--- src/rtl/sqhtc_pkg.sv ---
// sqhtc_pkg: shared types and codes for the stack/queue/heap trace classifier.
// No dependencies.
`default_nettype none
package sqhtc_pkg;
    localparam logic ACT_PUSH = 1'b0;
    localparam logic ACT_POP  = 1'b1;

    localparam logic [2:0] VERDICT_STACK    = 3'd0;
    localparam logic [2:0] VERDICT_QUEUE    = 3'd1;
    localparam logic [2:0] VERDICT_HEAP     = 3'd2;
    localparam logic [2:0] VERDICT_NOT_SURE = 3'd3;
    localparam logic [2:0] VERDICT_IMPOSS   = 3'd4;
    localparam logic [2:0] VERDICT_OVERFLOW = 3'd5;

    typedef struct packed {
        logic valid;
        logic is_pop;
        logic last;
    } t_item_ctl;
endpackage
`default_nettype wire

--- src/rtl/sqhtc_front.sv ---
// sqhtc_front: accepts trace items, converts values to ordered keys and
// buffers them in a two-entry queue. Depends on sqhtc_pkg.
`default_nettype none
module sqhtc_front #(
    parameter int VALUE_WIDTH = 32
) (
    input  wire logic                   i_clk,
    input  wire logic                   i_rst_n,
    input  wire logic                   i_valid,
    output logic                        o_ready,
    input  wire logic                   i_action,
    input  wire logic [31:0]            i_value,
    input  wire logic                   i_end_of_trace,
    output sqhtc_pkg::t_item_ctl        o_ctl,
    output logic [VALUE_WIDTH-1:0]      o_key,
    input  wire logic                   i_take
);
    logic [VALUE_WIDTH+31:0] wide;
    logic [VALUE_WIDTH-1:0]  ext;
    logic [VALUE_WIDTH-1:0]  key;
    logic [VALUE_WIDTH-1:0]  r_key [2];
    logic                    r_pop [2];
    logic                    r_last [2];
    logic                    r_wp, r_rp;
    logic [1:0]              r_cnt;
    logic                    push, take;

    assign wide = {(VALUE_WIDTH)'(0), i_value};
    assign ext  = wide[VALUE_WIDTH-1:0];
    assign key  = {~ext[VALUE_WIDTH-1], ext[VALUE_WIDTH-2:0]};

    assign o_ready = (r_cnt != 2'd2);
    assign push    = i_valid && o_ready;
    assign take    = i_take && (r_cnt != 2'd0);

    assign o_ctl.valid  = (r_cnt != 2'd0);
    assign o_ctl.is_pop = r_pop[r_rp];
    assign o_ctl.last   = r_last[r_rp];
    assign o_key        = r_key[r_rp];

    always_ff @(posedge i_clk) begin
        if (push) begin
            r_key[r_wp]  <= key;
            r_pop[r_wp]  <= (i_action == sqhtc_pkg::ACT_POP);
            r_last[r_wp] <= i_end_of_trace;
        end
    end

    always_ff @(posedge i_clk) begin
        if (!i_rst_n) begin
            r_wp  <= 1'b0;
            r_rp  <= 1'b0;
            r_cnt <= 2'd0;
        end else begin
            if (push) r_wp <= ~r_wp;
            if (take) r_rp <= ~r_rp;
            r_cnt <= r_cnt + {1'b0, push} - {1'b0, take};
        end
    end

    a_cnt_range: assert property (@(posedge i_clk) disable iff (!i_rst_n) r_cnt <= 2'd2)
        else $error("front queue count out of range");
    a_no_take_empty: assert property (@(posedge i_clk) disable iff (!i_rst_n)
        (r_cnt == 2'd0) |-> !o_ctl.valid)
        else $error("front queue shows item while empty");
    a_full_blocks: assert property (@(posedge i_clk) disable iff (!i_rst_n)
        (r_cnt == 2'd2 && !take) |=> (r_cnt == 2'd2))
        else $error("front queue lost an entry");
endmodule
`default_nettype wire

--- config.mk ---
export PLATFORM = sky130hd
export DESIGN_NAME = sqhtc_front
export DESIGN_NICKNAME = d
export VERILOG_FILES = /design/src/rtl/sqhtc_pkg.sv /design/src/rtl/sqhtc_front.sv
export SDC_FILE = /design/constraint.sdc
export NUM_CORES = 1
export LEC_CHECK = 0
export ABC_AREA = 1
export BUFFER_PORTS_ARGS = -buffer_cell sky130_fd_sc_hd__buf_2
export CORE_MARGIN = 10
export CORE_UTILIZATION = 55
export CTS_CLUSTER_SIZE = 16
export DETAILED_ROUTE_END_ITERATION = 7
export MAX_ROUTING_LAYER = met4
export PLACE_DENSITY = 0.9
export SKIP_CTS_REPAIR_TIMING = 1
export SLEW_MARGIN = 10
export SYNTH_ARGS = -nofsm -noshare
export SYNTH_HDL_FRONTEND = slang
export SYNTH_SLANG_ARGS = --single-unit
--- constraint.sdc ---
create_clock -name i_clk -period 5.4 [get_ports i_clk]
set_clock_uncertainty 0.2 [all_clocks]
set_input_delay 1.08 -clock i_clk [delete_from_list [all_inputs] [get_ports i_clk]]
set_output_delay 1.08 -clock i_clk [all_outputs]
set_load 0.1 [all_outputs]
---- Word level (Yosys, flattened, before mapping) ----
Memory sizes are Yosys's and may differ from the RTL's. A register that Yosys moved wholly into a read port is not among the register bits.
Index checks and enable logic that the tools add are counted.
operators by class
  add/sub/neg operators ................... 2
  $mul .................................... 0
  divide/modulo/power cells ............... 0
  magnitude comparators ................... 0
  equality and inequality tests ........... 1
  shift-type cells ........................ 0
  muxes and demuxes ....................... 8
  bitwise logic cells ..................... 3
  reduce and logical (&&, ||, !) cells .... 3
operators by type and width
  cell                  count
  $mux W1               8
  $not A1 Y1            3
  $add A2 B1 Y2         1
  $logic_and A1 B1 Y1   2
  $ne A2 B2 Y1 const B  1
  $reduce_bool A2 Y1    1
  $sub A2 B1 Y2         1
storage, ports and cells
  flip-flop bits (word level) ............. 4
  bits in latches ......................... 0
  memory bits (writable) .................. 68
  ROM bits ................................ 0
  bits of input ports ..................... 38
  output and inout bits ................... 36
  logic and storage cells ................. 23
  memories kept ........................... 3
memory list
  memory  words  width  read ports  clocked after memory_dff  write ports  RTL line           RTL
  r_key   2      32     1           1                         1            sqhtc_front.sv:21  logic [VALUE_WIDTH-1:0] r_key [2];
  r_last  2      1      1           1                         1            sqhtc_front.sv:23  logic r_last [2];
  r_pop   2      1      1           1                         1            sqhtc_front.sv:22  logic r_pop [2];

---- Longest topological paths before layout ----
Gate-level depths: netlist of the first run.
  word-level depth ........................ 4
  depth in mapped cells ................... 11
  depth with buffers taken out ............ 11

---- Worst setup path after synthesis of the first run ----
Ideal clock, no wire load.
  kind .................................... reg2reg
  start point ............................. register r_cnt[0]
  end point ............................... memory r_key[0][0], enable pin
  library setup time ...................... 0.425 ns
  arrival time ............................ 2.722 ns
  setup slack ............................. 2.052 ns
  cell stages (with the launch flop) ...... 5
  buffers on the path ..................... 0
  period minus slack after synthesis ...... 3.348 ns
  cells stage by stage .................... dfxtp_1 -> inv_1 -> nand2_1 -> nand2_1 -> nor2_1
on the way
  longest elaborated chain between the ends .. 4
ends and longest elaborated chain
  item                           RTL line           RTL
  from (decl)                    sqhtc_front.sv:25  logic [1:0] r_cnt;
  from (signal assigned)         sqhtc_front.sv:57  r_cnt <= r_cnt + {1'b0, push} - {1'b0, take};
  $ne A2 B2 Y1                   sqhtc_front.sv:32  assign o_ready = (r_cnt != 2'd2);
  named net o_ready              sqhtc_front.sv:10  output logic o_ready,
  $logic_and A1 B1 Y1            sqhtc_front.sv:33  assign push = i_valid && o_ready;
  $mux W1                        sqhtc_front.sv:42  if (push) begin
  $mux W1 (not written as such)  sqhtc_front.sv:43  r_key[r_wp] <= key;
  to (decl)                      sqhtc_front.sv:21
The timed path passes the listed nets, and every way through them passes these cells.

==> flow_summary.ini, run 1 <==
[yosys]
syn-instance-count = 143
syn_area_per_cell_um2 = 19.95
yosysWarnings = 0
synth_cell_types = 12
syn-cell-area_um2 = 2853
seq_area_frac_synth_pct = 75.09
synth.ff_latch_count = 73
synthesis.nets = 183

[sta]
rsz0062_at_grt = no
slew_headroom_pct = 28.16
hold_viol = 0
slew_viol_final = 0
final.setup.tns_ps = 0
finalSetupViolCount = 0
finalCritPeriodShare_pct = 63.14
timing.final.crit_period_ps = 3409
tightest_slew_ps = 1078
timing.fmax_mhz = 293.3

[clocking]
clock_latency_ps = 340
cts_tree = yes
cts.sinks = 73
h-tree-depth = 3
numCtsBuffers = 9
cts-root-buf = clkbuf_8
clk_pin_slew_worst_paths_ps = 70
cts_buffer_depth = 2

[floorplanning]
rows = 26
io-pin-count = 74
core_region_area_um2 = 5075
die_w_um = 92.02
dieArea_um2 = 8468
die_h_um = 92.02
start_util_pct = 56.21

[route]
dr_total_vias = 1452
wirelength_um = 5146
via_per_inst = 4.872
drt_iter0_drc = 64
remaining_drc_errors = 0
firstDrtPassIters = 4
wl_per_cell_um = 17.27
antenna_left = 0

[global_routing]
antenna_found_initial = 0
grt_pass1_wl_um = 8293
grt_max_degree = 35
grt-ovfl-total = 0
grt_util_met2_pct = 22.24
grtUsageTotal_pct = 13.19
grt.met3_usage_pct = 4.890
use_met1_pct = 13.03
grt_pass1_vias = 1650
busiest_layer = met2

[final_layout]
design_area_um2 = 3426
final_cell_mix = buf_2, edfxtp_1, mux2_4, nand2_1, clkbuf_8
layout_commonest_cell = buf_2
area_growth_pct = 20.09
finalNetCount = 264
layout-drive-gt1-share_pct = 53.51
antenna_cells = 0

[critical_path]
rrSetupSlack_ps = 3340
critPathLaunchType = flop
setup.worst_path.end_class = primary output
crit_path_end = o_key[31]
crit_type = flop to primary output
path_max_fanout = 34
r2r-start = r_cnt[0]
critPathArrivalTime_ps = 2130
required_ps = 4120
r2r_cells = 5
r2r_end = r_key[1][15]

[run]
cap_violations = 0

[placement]
port_buffers = 73
gp_congestion = 0.7568
dp_hpwl_um = 3678
dpl_cell_area_um2 = 3251

[worst_hold_path]
min_path_type = flop to flop

[status]
outcome = finished, final reports clean
worst min-delay path by stage:
stage / cells after the start / slack (ps) / endpoint / from
detailed placement: 2 / 300 / r_rp / r_rp
global placement: 2 / 280 / r_rp / r_rp
floorplan: 2 / 270 / flop / r_rp
global route: 2 / 380 / flop / r_rp
finish: 2 / 340 / r_rp / r_rp
CTS: 2 / 320 / r_rp / r_rp
area by class of cell:
| class | count | area [um2] |
|---|---|---|
| clock buffer | 10 | 127.6 |
| clock inverter | 5 | 47.55 |
| fill | 369 | 1649 |
| inverter | 8 | 30.03 |
| multi-input combinational | 58 | 616.8 |
| sequential | 73 | 2143 |
| tap | 70 | 87.58 |
| timing repair buffer | 74 | 372.9 |
worst max-delay path, cell delays in order (launching register included):
cell,delay [ps]
dfxtp_2,1030
mux2_2,310
buf_2,420
metrics by stage:
stage               utilization [%]  hold WS [ps]  setup slack [ps]  cells
floorplan                         -         267.5              2052    143
global placement              64.05         282.2              2314    283
detailed placement            64.05         304.9              2329    283
CTS                           67.50         321.5              1956    298
global route                  67.50         376.4              1846    298
finish                        67.50         335.8              1991    298
flip-flops by register name, indices dropped and copies added (netlist names), named ones only:
signal / flops
r_rp: 1
r_cnt: 2
r_pop: 2
r_key: 64
r_wp: 1
r_last: 2
cells in the mapped netlist, drive strengths merged:
cell type  instances  area, um2
edfxtp            68       2042
mux2              34      495.5
nand2              9      33.78
inv                8      30.03
nor2               8      30.03
dfxtp              5      100.1
buf                4      71.32
nand3              3      15.01
a21oi              2      10.01
ha                 2      25.02
routing by layer:
metal / routed length (um) / vias to the layer above
li1: - / 694
met1: 1973 / 697
met2: 2757 / 51
met3: 308 / 10
met4: 107 / 0
met5: 0 / -
logic make-up (layout without fill, tap and decap cells):
kind of cell               Yosys count  count (layout)  share of synthesized area [%]
AOI/OAI and AO/OA                    2               2                         0.3509
adders and majority gates            2               2                         0.8771
buffers and inverters               12              97                          3.553
DFF                                 73              73                          75.09
muxes                               34              34                          17.37
and+or+nand+nor                     20              20                          2.763
Power of run 1 is not shown: default switching activity piles up to over one toggle a cycle in this logic, so the estimate is an artifact.
==> run 2: changes to the inputs <==
--- a/config.mk
+++ b/config.mk
@@ -5,14 +5,14 @@
 export SDC_FILE = /design/constraint.sdc
 export NUM_CORES = 1
 export LEC_CHECK = 0
-export ABC_AREA = 1
+export ABC_AREA = 0
 export BUFFER_PORTS_ARGS = -buffer_cell sky130_fd_sc_hd__buf_2
 export CORE_MARGIN = 10
-export CORE_UTILIZATION = 55
+export CORE_UTILIZATION = 52
 export CTS_CLUSTER_SIZE = 16
 export DETAILED_ROUTE_END_ITERATION = 7
 export MAX_ROUTING_LAYER = met4
-export PLACE_DENSITY = 0.9
+export PLACE_DENSITY = 0.86
 export SKIP_CTS_REPAIR_TIMING = 1
 export SLEW_MARGIN = 10
 export SYNTH_ARGS = -nofsm -noshare
==> constraint.sdc (replaced) <==
create_clock -name i_clk -period 3.33 [get_ports i_clk]
set_clock_uncertainty 0.2 [all_clocks]
set_input_delay 0.666 -clock i_clk [delete_from_list [all_inputs] [get_ports i_clk]]
set_output_delay 0.666 -clock i_clk [all_outputs]
set_load 0.1 [all_outputs]
==> flow_summary.ini, run 2 <==
[yosys]
synth_top_cell_by_area = edfxtp_1
syn_area_per_cell_um2 = 21.74
synthAdderAreaFrac_pct = 0.8787
synth-edff-count = 68
synthTopCellsByArea = edfxtp_1, mux2_4, dfxtp_1
synth_compound_area_share_pct = 0.3076
synth.ff_latch_count = 73
yosys.area_share.simple_pct = 2.153
muxShareOfSynthArea_pct = 17.75
synth_top_family_by_area = multiplexers
async_reset_ff_share_pct = 0
synthFlopType = edfxtp_1
synthesis.nets = 171
seq_area_frac_synth_pct = 75.22
yosysWarnings = 0
synth_cell_types = 18
yosysMostFrequentCell = edfxtp_1
yosysTopAreaCellShare_pct = 71.70
syn-cell-area_um2 = 2848
syn-instance-count = 131
synth_xor_xnor_area_share_pct = 0.9227
synth_commonest_cells = edfxtp_1, mux2_4, dfxtp_1

[placement]
dp_hpwl_um = 3686
dpl_worst_slack_ps = 909.2
port_buffers = 73
place_inst = 274
gp_congestion = 0.6894
dpl_cell_area_um2 = 3268

[sta]
timing.fmax_mhz = 362.2
hold_viol = 0
rsz0062_at_grt = no
tightest_slew_ps = 499.7
finalSetupViolCount = 0
slew_headroom_pct = 66.92
final.setup.tns_ps = 0
slew_viol_final = 0
setup_ws_ps = 568.8
finalCritPeriodShare_pct = 82.92
timing.final.crit_period_ps = 2761

[final_layout]
antenna_cells = 0
finalNetCount = 255
design_area_um2 = 3438
fin_cells = 290
top_register = r_key
area_growth_pct = 20.74
largest_reg_flops = 64
layout-drive-gt1-share_pct = 57.27
layout_commonest_cell = buf_2
final_cell_mix = buf_2, edfxtp_1, mux2_4, clkbuf_8, clkbuf_1
nFillCells = 378

[route]
wirelength_um = 5007
antenna_left = 0
remaining_drc_errors = 0
via_per_inst = 4.821
dr_total_vias = 1398
drt_iter0_drc = 40
firstDrtPassIters = 4
wl_per_cell_um = 17.27

[floorplanning]
rows = 26
core_region_area_um2 = 5205
start_util_pct = 54.71
die_w_um = 94
dieArea_um2 = 8836
io-pin-count = 74
die_h_um = 94

[critical_path]
critPathLaunchType = flop
crit_type = flop to primary output
setup.worst_path.end_class = primary output
required_ps = 2460
path_max_fanout = 13
critPathArrivalTime_ps = 1900

[clocking]
numCtsBuffers = 9
cts.sinks = 73
h-tree-depth = 3
clk_pin_slew_worst_paths_ps = 70
clock_latency_ps = 330
cts_buffer_depth = 2
cts_tree = yes
cts-root-buf = clkbuf_8

[global_routing]
grt-ovfl-total = 0
antenna_found_initial = 0
grt_pass1_vias = 1601
grt_max_degree = 35
grtUsageTotal_pct = 12.18
grt_pass1_wl_um = 7824

[status]
outcome = finished, final reports clean

[run]
cap_violations = 0

[worst_hold_path]
min_path_type = input port to flop
-- run 2: cell types whose count changed in the layout (fill, tap and decap cells not counted), sizes merged, moves of 3 or more --
cell    before  now
nand3        3    0
clkbuf      10   16
inv          8    2
clkinv       4    0
buf         74   77
nand2        9    2
xnor2        0    3
nor2         8    1
-- run 2: logic make-up (layout without fill, tap and decap cells) --
| kind of cell | count (synthesis) | count (layout) |
|---|---|---|
| flops | 73 | 73 |
| xor+xnor | 3 | 3 |
| simple gates | 11 | 11 |
| compound gates | 1 | 1 |
| buf+inv | 6 | 95 |
| mux | 35 | 35 |
| fa+ha+maj | 2 | 2 |
-- run 2: per-layer routing --
layer / vias to the layer above / part of all wire [%] / global-route usage (%)
met4: 0 / 2.3 / 7.595
met3: 9 / 4.9 / 3.597
met1: 677 / 39 / 11.98
li1: 671 / - / -
met2: 41 / 54 / 20.68
met5: - / 0 / -
-- run 2: critical path: stages, from the launching register on --
cell	delay, ps
dfxtp_2	560
buf_4	330
mux2_2	370
buf_2	290
-- run 2: final timing paths --
path	from	endpoint	slack, ps	depth (start not counted)
setup reg to reg	r_cnt[0]	r_cnt[1]	1420	8
hold / removal	i_value[22]	r_key[0][22]	320	1
hold reg to reg	r_wp	r_wp	320	2
setup / recovery	flop	o_ctl[1]	570	3
-- run 2: final cells by class --
class	instances	area, um2	area share, %
Tap cell	70	87.58	2.547
Timing Repair Buffer	77	395.4	11.50
Multi-Input combinational cell	52	634.4	18.45
Inverter	2	7.507	0.2183
Clock buffer	16	170.2	4.949
Sequential cell	73	2143	62.34
-- run 2: through the flow --
step	hold WS, ps	utilization, %
after floorplan	266.0	-
after global placement	300.6	62.79
after detailed placement	318.5	62.79
after CTS	297.0	66.06
after global routing	297.2	66.06
final	318.1	66.06
Power of run 2 is left out for the same reason.
==> run 3: changes to the inputs <==
--- a/config.mk
+++ b/config.mk
@@ -8,11 +8,11 @@
 export ABC_AREA = 0
 export BUFFER_PORTS_ARGS = -buffer_cell sky130_fd_sc_hd__buf_2
 export CORE_MARGIN = 10
-export CORE_UTILIZATION = 52
+export CORE_UTILIZATION = 47
 export CTS_CLUSTER_SIZE = 16
 export DETAILED_ROUTE_END_ITERATION = 7
 export MAX_ROUTING_LAYER = met4
-export PLACE_DENSITY = 0.86
+export PLACE_DENSITY = 0.82
 export SKIP_CTS_REPAIR_TIMING = 1
 export SLEW_MARGIN = 10
 export SYNTH_ARGS = -nofsm -noshare
==> constraint.sdc (replaced) <==
create_clock -name i_clk -period 2.4 [get_ports i_clk]
set_clock_uncertainty 0.2 [all_clocks]
set_input_delay 0.48 -clock i_clk [delete_from_list [all_inputs] [get_ports i_clk]]
set_output_delay 0.48 -clock i_clk [all_outputs]
set_load 0.1 [all_outputs]
==> flow_summary.ini, run 3 (synthesized netlist as in run 2, its figures left out) <==
[status]
outcome = finished, final reports clean

[clocking]
cts_buffer_depth = 2
cts.sinks = 73
numCtsBuffers = 9
cts_tree = yes
clock_latency_ps = 320
cts-root-buf = clkbuf_8
h-tree-depth = 3
clk_pin_slew_worst_paths_ps = 70

[final_layout]
antenna_cells = 0
layout_commonest_cell = buf_2
final_cell_mix = buf_2, edfxtp_1, mux2_4, clkbuf_8
finalNetCount = 254
nFillCells = 484
layout-drive-gt1-share_pct = 58.72
top_register = r_key
largest_reg_flops = 64
area_growth_pct = 21.88

[placement]
gp_congestion = 0.6864
dp_hpwl_um = 3541
port_buffers = 73

[worst_hold_path]
whs_path_depth = 1
min_path_type = input port to flop
whs_endpoint = r_key[1][12]
min_from = i_value[12]

[route]
wirelength_um = 4914
met1_length_um = 1687
topRoutingLayerUsed = met4
met3_length_um = 242
antenna_left = 0
drt_iter0_drc = 86
via_per_inst = 4.696
dr_total_vias = 1376
wl_per_cell_um = 16.77
remaining_drc_errors = 0
firstDrtPassIters = 4
wl_met2_um = 2866

[sta]
tightest_slew_ps = 499.8
finalCritPeriodShare_pct = 95.02
slew_viol_final = 0
timing.final.crit_period_ps = 2280
rsz0062_at_grt = no
timing.fmax_mhz = 438.5
hold_viol = 0
final.setup.tns_ps = 0
finalSetupViolCount = 0
slew_headroom_pct = 66.91

[floorplanning]
die_h_um = 97.84
die_w_um = 97.84
rows = 28
core_region_area_um2 = 5886
io-pin-count = 74
dieArea_um2 = 9573
start_util_pct = 48.38

[critical_path]
critPathArrivalTime_ps = 1600
crit_type = flop to primary output
rrSetupSlack_ps = 570
r2r_end = r_cnt[1]
required_ps = 1720
critPathLaunchType = flop
setup.worst_path.end_class = primary output
r2r_cells = 8
r2r-start = r_cnt[0]
path_max_fanout = 34

[global_routing]
grt_pass1_wl_um = 7803
grt_max_degree = 35
grt-ovfl-total = 0
grt_pass1_vias = 1592
grtUsageTotal_pct = 10.89
antenna_found_initial = 0

[run]
cap_violations = 0
-- run 3: cell count changes in the layout (fill, tap and decap cells not counted), sizes merged --
cell    delta
clkbuf     -6
bufinv     +1
clkinv     +4
buf        -1
-- run 3: area by class of cell --
cell class	instances	area (um2)	share of cell area, %
clock buffer	10	127.6	3.677
clock inverter	5	47.55	1.370
inverter	2	7.507	0.2163
multi-input combinational	52	638.1	18.38
sequential	73	2143	61.75
tap	75	93.84	2.704
timing repair buffer	76	412.9	11.90
-- run 3: critical path, cell delays in order (launching register included) --
cell	delay, ps
dfxtp_2	340
buf_12	250
mux2_2	380
buf_2	290
-- run 3: metal layers --
metal | track usage [%] | up-vias
met5 | - | -
met4 | 6.823 | 0
met3 | 2.678 | 10
met2 | 20.66 | 39
met1 | 9.158 | 658
li1 | - | 669
-- run 3: through the flow --
stage          std cells  hold slack, ps  area (um2)  setup WS [ps]  util (%)
2_1_floorplan        131           288.0        2859          130.1         -
3_3_place_gp         278           301.1        3296          481.8     55.99
3_5_place_dp         278           310.3        3296          464.9     55.99
4_1_cts              293           127.2        3471          100.9     58.97
5_1_grt              293           129.0        3471          54.84     58.97
6_report             293           147.1        3471          119.6     58.97
-- run 3: worst max-delay path by stage --
stage	to	slack (ps)	cells past startpoint
after global placement	o_key[31]	480	3
final	o_key[31]	120	3
after detailed placement	o_key[31]	460	3
after floorplan	r_cnt[1]	130	8
after CTS	o_key[31]	100	3
after global routing	o_key[31]	50	3
Power of run 3 is left out for the same reason.
